==> src/rtl/ddpi_pkg.sv <==
// ddpi_pkg: shared constants, types and tables for the pose integrator.
// Used by ddpi_ctrl, ddpi_dp and diff_drive_pose_integrator.
package ddpi_pkg;

    localparam int CORDIC_ITERATIONS = 16;
    localparam int ATAN_ENTRIES      = 24;
    localparam int IterW             = $clog2(ATAN_ENTRIES + 1);

    localparam logic signed [15:0] PI_H     = 16'sd25736;
    localparam logic signed [17:0] TWO_PI_H = 18'sd51472;
    localparam logic signed [35:0] PI_Q30      = 36'sd3373259426;
    localparam logic signed [35:0] HALF_PI_Q30 = 36'sd1686629713;
    localparam logic signed [35:0] CORDIC_START = 36'sd652032874;

    localparam logic [2:0] REG_TIME_STEP = 3'd0;
    localparam logic [2:0] REG_FRONT_X   = 3'd1;
    localparam logic [2:0] REG_FRONT_Y   = 3'd2;
    localparam logic [2:0] REG_SIDE_X    = 3'd3;
    localparam logic [2:0] REG_SIDE_Y    = 3'd4;

    // multiplier operand selects
    typedef enum logic [3:0] {
        MUL_DIST    = 4'd0,   // lin * dt
        MUL_DCOS    = 4'd1,   // dist[23:0] * cos
        MUL_DSIN    = 4'd2,   // dist[23:0] * sin
        MUL_ROT     = 4'd3,   // rot * dt
        MUL_CFX     = 4'd4,
        MUL_SFY     = 4'd5,
        MUL_SFX     = 4'd6,
        MUL_CFY     = 4'd7,
        MUL_CSX     = 4'd8,
        MUL_SSY     = 4'd9,
        MUL_SSX     = 4'd10,
        MUL_CSY     = 4'd11,
        MUL_DCOS_HI = 4'd12,  // dist[40:24] * cos
        MUL_DSIN_HI = 4'd13   // dist[40:24] * sin
    } mul_sel_t;

    typedef struct packed {
        logic     load_in;     // capture input transaction
        logic     cordic_init; // start CORDIC on current heading
        logic     cordic_step;
        logic     cordic_done; // round and latch cos/sin
        logic     mul_en;
        mul_sel_t mul_sel;
        logic     heading_upd;
        logic     load_corner;
        logic [1:0] corner;
    } dp_cmd_t;

    typedef struct packed {
        logic last_iter;
    } dp_stat_t;

    function automatic logic signed [35:0] atan_q30(input logic [IterW-1:0] i);
        case (i)
            5'd0:  atan_q30 = 36'sd843314857;
            5'd1:  atan_q30 = 36'sd497837829;
            5'd2:  atan_q30 = 36'sd263043837;
            5'd3:  atan_q30 = 36'sd133525159;
            5'd4:  atan_q30 = 36'sd67021687;
            5'd5:  atan_q30 = 36'sd33543516;
            5'd6:  atan_q30 = 36'sd16775851;
            5'd7:  atan_q30 = 36'sd8388437;
            5'd8:  atan_q30 = 36'sd4194283;
            5'd9:  atan_q30 = 36'sd2097149;
            5'd10: atan_q30 = 36'sd1048576;
            5'd11: atan_q30 = 36'sd524288;
            5'd12: atan_q30 = 36'sd262144;
            5'd13: atan_q30 = 36'sd131072;
            5'd14: atan_q30 = 36'sd65536;
            5'd15: atan_q30 = 36'sd32768;
            5'd16: atan_q30 = 36'sd16384;
            5'd17: atan_q30 = 36'sd8192;
            5'd18: atan_q30 = 36'sd4096;
            5'd19: atan_q30 = 36'sd2048;
            5'd20: atan_q30 = 36'sd1024;
            5'd21: atan_q30 = 36'sd512;
            5'd22: atan_q30 = 36'sd256;
            5'd23: atan_q30 = 36'sd128;
            default: atan_q30 = 36'sd0;
        endcase
    endfunction

    function automatic logic signed [31:0] sat32(input logic signed [39:0] v);
        if (v > 40'sd2147483647)
            sat32 = 32'sh7fffffff;
        else if (v < -40'sd2147483648)
            sat32 = 32'sh80000000;
        else
            sat32 = v[31:0];
    endfunction

endpackage

==> src/rtl/ddpi_ctrl.sv <==
// ddpi_ctrl: sequencer for the pose integrator datapath.
// Depends on ddpi_pkg; drives ddpi_dp through dp_cmd_t.
module ddpi_ctrl (
    input  logic                aclk,
    input  logic                aresetn,
    input  logic                in_fire,
    input  logic                out_fire,
    input  ddpi_pkg::dp_stat_t  stat,
    output ddpi_pkg::dp_cmd_t   cmd,
    output logic                in_ready,
    output logic                out_valid,
    output logic [1:0]          corner_index,
    output logic                last
);

    typedef enum logic [8:0] {
        S_IDLE  = 9'b000000001,
        S_CINI1 = 9'b000000010,
        S_CRD1  = 9'b000000100,
        S_MUL1  = 9'b000001000,
        S_CINI2 = 9'b000010000,
        S_CRD2  = 9'b000100000,
        S_MUL2  = 9'b001000000,
        S_CORN  = 9'b010000000,
        S_OUT   = 9'b100000000
    } state_t;

    state_t     state_reg, state_next;
    logic [3:0] step_reg, step_next;
    logic [1:0] corner_reg, corner_next;

    always_comb begin
        state_next  = state_reg;
        step_next   = step_reg;
        corner_next = corner_reg;
        cmd         = '0;
        cmd.mul_sel = ddpi_pkg::MUL_DIST;
        cmd.corner  = corner_reg;
        case (state_reg)
            S_IDLE: begin
                if (in_fire) begin
                    cmd.load_in = 1'b1;
                    state_next  = S_CINI1;
                end
            end
            S_CINI1: begin
                cmd.cordic_init = 1'b1;
                state_next = S_CRD1;
            end
            S_CRD1: begin
                cmd.cordic_step = 1'b1;
                if (stat.last_iter) begin
                    state_next = S_MUL1;
                    step_next  = '0;
                end
            end
            S_MUL1: begin
                // first step rounds CORDIC; then dist, an idle slot, dcos lo/hi, dsin lo/hi, rot, drain
                step_next = step_reg + 1'b1;
                case (step_reg)
                    4'd0: cmd.cordic_done = 1'b1;
                    4'd1: begin cmd.mul_en = 1'b1; cmd.mul_sel = ddpi_pkg::MUL_DIST; end
                    4'd2: begin cmd.mul_en = 1'b0; end
                    4'd3: begin cmd.mul_en = 1'b1; cmd.mul_sel = ddpi_pkg::MUL_DCOS; end
                    4'd4: begin cmd.mul_en = 1'b1; cmd.mul_sel = ddpi_pkg::MUL_DCOS_HI; end
                    4'd5: begin cmd.mul_en = 1'b1; cmd.mul_sel = ddpi_pkg::MUL_DSIN; end
                    4'd6: begin cmd.mul_en = 1'b1; cmd.mul_sel = ddpi_pkg::MUL_DSIN_HI; end
                    4'd7: begin cmd.mul_en = 1'b1; cmd.mul_sel = ddpi_pkg::MUL_ROT; end
                    default: begin
                        state_next = S_CINI2;
                    end
                endcase
            end
            S_CINI2: begin
                cmd.cordic_init = 1'b1;
                state_next = S_CRD2;
            end
            S_CRD2: begin
                cmd.cordic_step = 1'b1;
                if (stat.last_iter) begin
                    state_next = S_MUL2;
                    step_next  = '0;
                end
            end
            S_MUL2: begin
                step_next = step_reg + 1'b1;
                case (step_reg)
                    4'd0: cmd.cordic_done = 1'b1;
                    4'd1: begin cmd.mul_en = 1'b1; cmd.mul_sel = ddpi_pkg::MUL_CFX; end
                    4'd2: begin cmd.mul_en = 1'b1; cmd.mul_sel = ddpi_pkg::MUL_SFY; end
                    4'd3: begin cmd.mul_en = 1'b1; cmd.mul_sel = ddpi_pkg::MUL_SFX; end
                    4'd4: begin cmd.mul_en = 1'b1; cmd.mul_sel = ddpi_pkg::MUL_CFY; end
                    4'd5: begin cmd.mul_en = 1'b1; cmd.mul_sel = ddpi_pkg::MUL_CSX; end
                    4'd6: begin cmd.mul_en = 1'b1; cmd.mul_sel = ddpi_pkg::MUL_SSY; end
                    4'd7: begin cmd.mul_en = 1'b1; cmd.mul_sel = ddpi_pkg::MUL_SSX; end
                    4'd8: begin cmd.mul_en = 1'b1; cmd.mul_sel = ddpi_pkg::MUL_CSY; end
                    4'd9: ;
                    default: begin
                        state_next  = S_CORN;
                        corner_next = '0;
                    end
                endcase
            end
            S_CORN: begin
                cmd.load_corner = 1'b1;
                state_next = S_OUT;
            end
            S_OUT: begin
                if (out_fire) begin
                    corner_next = corner_reg + 1'b1;
                    state_next  = (corner_reg == 2'd3) ? S_IDLE : S_CORN;
                end
            end
            default: state_next = S_IDLE;
        endcase
    end

    always_ff @(posedge aclk) begin
        if (!aresetn) begin
            state_reg  <= S_IDLE;
            step_reg   <= '0;
            corner_reg <= '0;
        end else begin
            state_reg  <= state_next;
            step_reg   <= step_next;
            corner_reg <= corner_next;
        end
    end

    assign in_ready     = (state_reg == S_IDLE);
    assign out_valid    = (state_reg == S_OUT);
    assign corner_index = corner_reg;
    assign last         = (corner_reg == 2'd3);

    a_one_side: assert property (@(posedge aclk) disable iff (!aresetn)
        !(in_ready && out_valid)) else $error("input and output both open");
    a_last_idle: assert property (@(posedge aclk) disable iff (!aresetn)
        (out_fire && last) |=> (state_reg == S_IDLE)) else $error("no return to idle");
    a_corner_adv: assert property (@(posedge aclk) disable iff (!aresetn)
        (out_fire && !last) |=> (corner_reg == $past(corner_reg) + 2'd1))
        else $error("corner skipped");

endmodule

==> config.mk <==
export PLATFORM = sky130hd
export DESIGN_NAME = ddpi_ctrl
export DESIGN_NICKNAME = d
export VERILOG_FILES = /design/src/rtl/ddpi_pkg.sv /design/src/rtl/ddpi_ctrl.sv
export SDC_FILE = /design/constraint.sdc
export NUM_CORES = 1
export LEC_CHECK = 0
export ABC_CLOCK_PERIOD_IN_PS = 2450
export BUFFER_PORTS_ARGS = -buffer_cell sky130_fd_sc_hd__buf_4
export CORE_MARGIN = 1
export CORE_UTILIZATION = 55
export DETAILED_ROUTE_END_ITERATION = 16
export MAX_ROUTING_LAYER = met4
export PLACE_DENSITY = 0.8
export SLEW_MARGIN = 40
export SYNTH_ARGS = -nofsm -noshare
export SYNTH_HDL_FRONTEND = slang
export SYNTH_SLANG_ARGS = --single-unit
==> constraint.sdc <==
create_clock -name aclk -period 2.45 [get_ports aclk]
set_clock_uncertainty 0.1 [all_clocks]
set_input_delay 0.245 -clock aclk [delete_from_list [all_inputs] [get_ports aclk]]
set_output_delay 0.245 -clock aclk [all_outputs]
set_load 0.02 [all_outputs]
Yosys cells after proc, flatten, opt, wreduce, memory -nomap -nowiden
Cells that the tools add are included.
- shifts and indexed selects: 0
- bitwise logic cells: 0
- reduce and logical (&&, ||, !) cells: 12
- eq/ne operators: 26
- magnitude comparators: 0
- add/subtract/negate cells: 2
- $mul: 0
- muxes and demuxes: 23
- divide/modulo/power cells: 0
- operator list (kind ; number):
    one-hot mux 9 bit (9 select lines) ; 1
    two-way mux 9 bit ; 6
    one-hot mux 5 bit (8 select lines) ; 1
    one-hot mux 4 bit (5 select lines) ; 1
    equality test 4 x 3 -> 1 bit, second input constant ; 4
    != test 2 bit, second input constant ; 6
    one-hot mux 6 bit (2 select lines) ; 1
    OR reduction 10 bit ; 1
    equality test 9 x 1 -> 1 bit, second input constant ; 1
    equality test 9 x 2 -> 1 bit, second input constant ; 1
    equality test 9 x 3 -> 1 bit, second input constant ; 1
    equality test 9 x 4 -> 1 bit, second input constant ; 1
    equality test 9 x 5 -> 1 bit, second input constant ; 1
    equality test 9 x 6 -> 1 bit, second input constant ; 1
    equality test 9 x 7 -> 1 bit, second input constant ; 1
    equality test 9 x 8 -> 1 bit, second input constant ; 1
    equality test 9 bit, second input constant ; 1
    equality test 4 x 2 -> 1 bit, second input constant ; 2
    equality test 4 bit, second input constant ; 2
    two-way mux 8 bit ; 1
    one-hot mux 4 bit (2 select lines) ; 1
    OR reduction 8 bit ; 1
    two-way mux 1 bit ; 7
    AND reduction 6 bit ; 1
    other kinds (14) ; 18
- memory bits (read-only): 0
- bits in writable memories: 0
- latch bits: 0
- flip-flop bits (word level): 15
- input bits: 5
- memories kept: 0

Depth between registers and ports, before layout
- depth after elaboration: 4
- depth in mapped cells: 8

Worst setup path after synthesis
No wires, ideal clock.
- path type: register to output
- start: reg state_reg[8]
- end: out cmd[9] in the netlist's numbering
- arrival time: 2.163 ns
- path slack: -0.058 ns
- stages on the path, launching flop included: 5
- path through: dfxtp_1 clkbuf_1 or4_1 or3_1 nor4b_1
- RTL lines (item ; RTL line ; text):
    start, declared ; ddpi_ctrl.sv:28 ; state_t state_reg, state_next;
    start signal, assigned ; ddpi_ctrl.sv:124 ; state_reg <= state_next;
    end, declared ; ddpi_ctrl.sv:9 ; output ddpi_pkg::dp_cmd_t cmd,

==> metrics.txt <==
outcome=complete, no violations; DIE WIDTH=49.1 µm; Std-Cell Rows=16; RSZ-0062 raised after global routing=no; clock transition at the registers of the reported paths=0.09 ns; # setup viols final=0; Final Instance Area=1450 µm²; Die ar.=2410 µm²; DP Area=1370 µm²; clock power share=0.211; I/O Pins=23; Sw Ratio=0.378; Routed WL per cell=15.4 µm; Synth Warn #=0; Placer Congestion=0.940; CP startpoint kind=flip-flop; crit-path max cell delay=0.56 ns; PD cells=499 nW/µm²; gr usage total=0.294; wire length of the first global-routing pass=5330 µm; via count of the first global-routing pass=1096; Worst slew margin=0.672; Clock Sinks=15; via count=1248; Crit path required time=2.11 ns; RR Startpoint=step_reg[0]; Gate power share=0.373; Inserted Clock Buffers=3; number of synthesized flops with an enable pin=0; sequential area share after synthesis=0.246; total congestion overflow=0; routed vias/inst=6.21; Clock Latency Late Sink=0.30 ns; hold crit path type=in -> reg; Antenna Nets Post-Route=0; mapped cell area=1220 µm²; sequential fraction of design power=0.416; Internal=0.449 mW; setup slack, reg-to-reg=0.19 ns; initial antenna violation count=0; worst-path cell chain=or4_4 > or3_4 > nor4b_4 > buf_4; Synth Area per Inst=7.57 µm²; worst-path fanout max=8; crit path capture=cmd[9]; Top FF cell, synth=dfxtp_1; layout cells sized above 1=0.299; Max-cap violations=0; Initial Utilization=0.603; Layout Utilization=0.715; crit share post-route=0.981; Synthesized Nets=171; Worst Setup Path Type=reg -> out; Reg2Reg Capture Point=state_reg[2]; final-stage net count=185; Tightest Pin Transition=0.489 ns; Reg2Reg Depth=7; Distinct cells, synth=48; port bufs=21; drt first pass iters=5; Root Driver=clkbuf_4; Slew Limit Fails=0; diode count=0; hold buffer count at CTS=0; CTS tree=done; leakage=0.621 nW; Critical Path Start=state_reg[8]; Fin Hold WS=0.153 ns; Final HPWL DP=2280 µm; Net Switching=0.272 mW; Post-route DRC=0; crit path max-delay cell type=or4_4; peak supply drop=0.000431 V; Syn-to-layout area delta=18.6%; Post-Route WL=3090 µm; Starting DRT DRC Count=51; largest net degree at the start of global routing=16; max reg flops=9; setup TNS=0 ns; number of synthesized register bits=15; Clock Tree Buf Depth=2; Arr. time, crit path=2.06 ns; Final min period=2.40 ns; Fin. Hold Viols=0; Fmax=416 MHz; endpoint class of the critical path=output port; H-Tree Depth=1; DIE HEIGHT=49.1 µm; core area=2020 µm²; post-CTS setup buffer count=0; Syn Inst Count=161; ys async rst share=0
==> kinds of logic (layout without fill, tap and decap cells) <==
| family | after synthesis | in the layout | synth area share |
|---|---|---|---|
| xor gates and xnor gates | 7 | 7 | 0.0503 |
| AOI/OAI and AO/OA | 40 | 40 | 0.220 |
| other | 1 | 1 | 0.00308 |
| buffers and inverters | 20 | 33 | 0.0780 |
| adders and majority gates | 5 | 5 | 0.0513 |
| DFF | 15 | 15 | 0.246 |
| and+or+nand+nor | 73 | 73 | 0.351 |
==> final cells by class <==
type	count	area, µm²
flip-flops and latches	15	305
multi-input cells	126	877
fillers	184	577
inverters	4	15.0
clock buffers	4	26.3
repair buffers	25	188
well taps	27	33.8
==> cell usage after synthesis, types with 2 or more instances <==
master	number	area, µm²
dfxtp_1	15	300
nor3_1	7	35.0
and3_1	2	12.5
o31ai_1	3	22.5
clkbuf_1	10	37.5
or4_4	2	22.5
or3b_2	2	17.5
xor2_1	4	35.0
nor2_1	9	33.8
a21oi_1	10	50.1
or2_2	4	25.0
or4_1	2	15.0
nand2b_1	2	12.5
nand3_1	8	40.0
o211ai_1	2	15.0
nor2b_1	3	18.8
o21ai_0	12	60.1
or3_1	3	18.8
buf_4	3	22.5
nand4b_1	2	17.5
xnor2_1	3	26.3
nand2_1	10	37.5
inv_1	4	15.0
nor4_1	7	43.8
ha_1	5	62.6
nand3b_1	4	30.0
a21o_1	2	15.0
==> worst min path at each step <==
stage / depth (start not counted) / startpoint / slack [ns] / end
finish: 3 / aresetn / 0.15 / corner_index[0]
global route: 3 / aresetn / 0.16 / corner_index[0]
CTS: 3 / aresetn / 0.16 / corner_index[0]
detailed placement: 2 / corner_index[1] / 0.43 / corner_index[1]
global placement: 2 / step_reg[0] / 0.43 / step_reg[0]
floorplan: 2 / out_fire / 0.33 / corner_index[1]
==> layer usage <==
metal / track usage / up-vias / share of wire
met5: - / - / 0
met4: 0.0980 / 0 / 0.014
met3: 0.0374 / 5 / 0.059
met2: 0.468 / 53 / 0.47
met1: 0.382 / 575 / 0.46
li1: - / 615 / -
==> metrics by stage <==
| step | std cells | total power [mW] | setup WS (ns) |
|---|---|---|---|
| floorplan | 161 | 0.483 | 0.0976 |
| global placement | 197 | 0.555 | 0.202 |
| detailed placement | 197 | 0.561 | 0.0956 |
| CTS | 201 | 0.707 | 0.0243 |
| global route | 201 | 0.759 | 0.0107 |
| finish | 201 | 0.721 | 0.0459 |
==> repair_timing <==
action / CTS / global route
endpoints found under the hold margin: 0 / 0
setup endpoints to repair: 2 / 7
resized for setup: 4 / 9
pin swaps: 0 / 0
==> power by group through the flow <==
stage	sequential, mW	combinational (mW)	clock (mW)
final	0.300	0.269	0.152
after global routing	0.307	0.290	0.162
after CTS	0.299	0.257	0.151
after detailed placement	0.305	0.256	0
after global placement	0.303	0.252	0
after floorplan	0.270	0.214	0
==> worst max-delay path: cells and delay by family (launching register included) <==
kind / cells / cell delay (ns)
flops: 1 / 0.38
buf+inv: 1 / 0.18
simple gates: 3 / 1.20
==> placed cells by master (no fill, tap or decap), drive strengths merged, types with 2 or more instances in the layout <==
cell type	n
or4	4
nand4b	2
o31ai	3
o21ai	12
xor2	4
ha	5
nand2b	2
or2	4
nand2	10
and3	2
nor3	8
nor2b	3
or3b	2
xnor2	3
clkbuf	4
a21oi	10
or3	3
nor2	9
nor4	7
o211ai	3
nand3b	4
a21o	2
inv	4
dfxtp	15
nand3	8
buf	25
(Power assumes the default switching activity.)
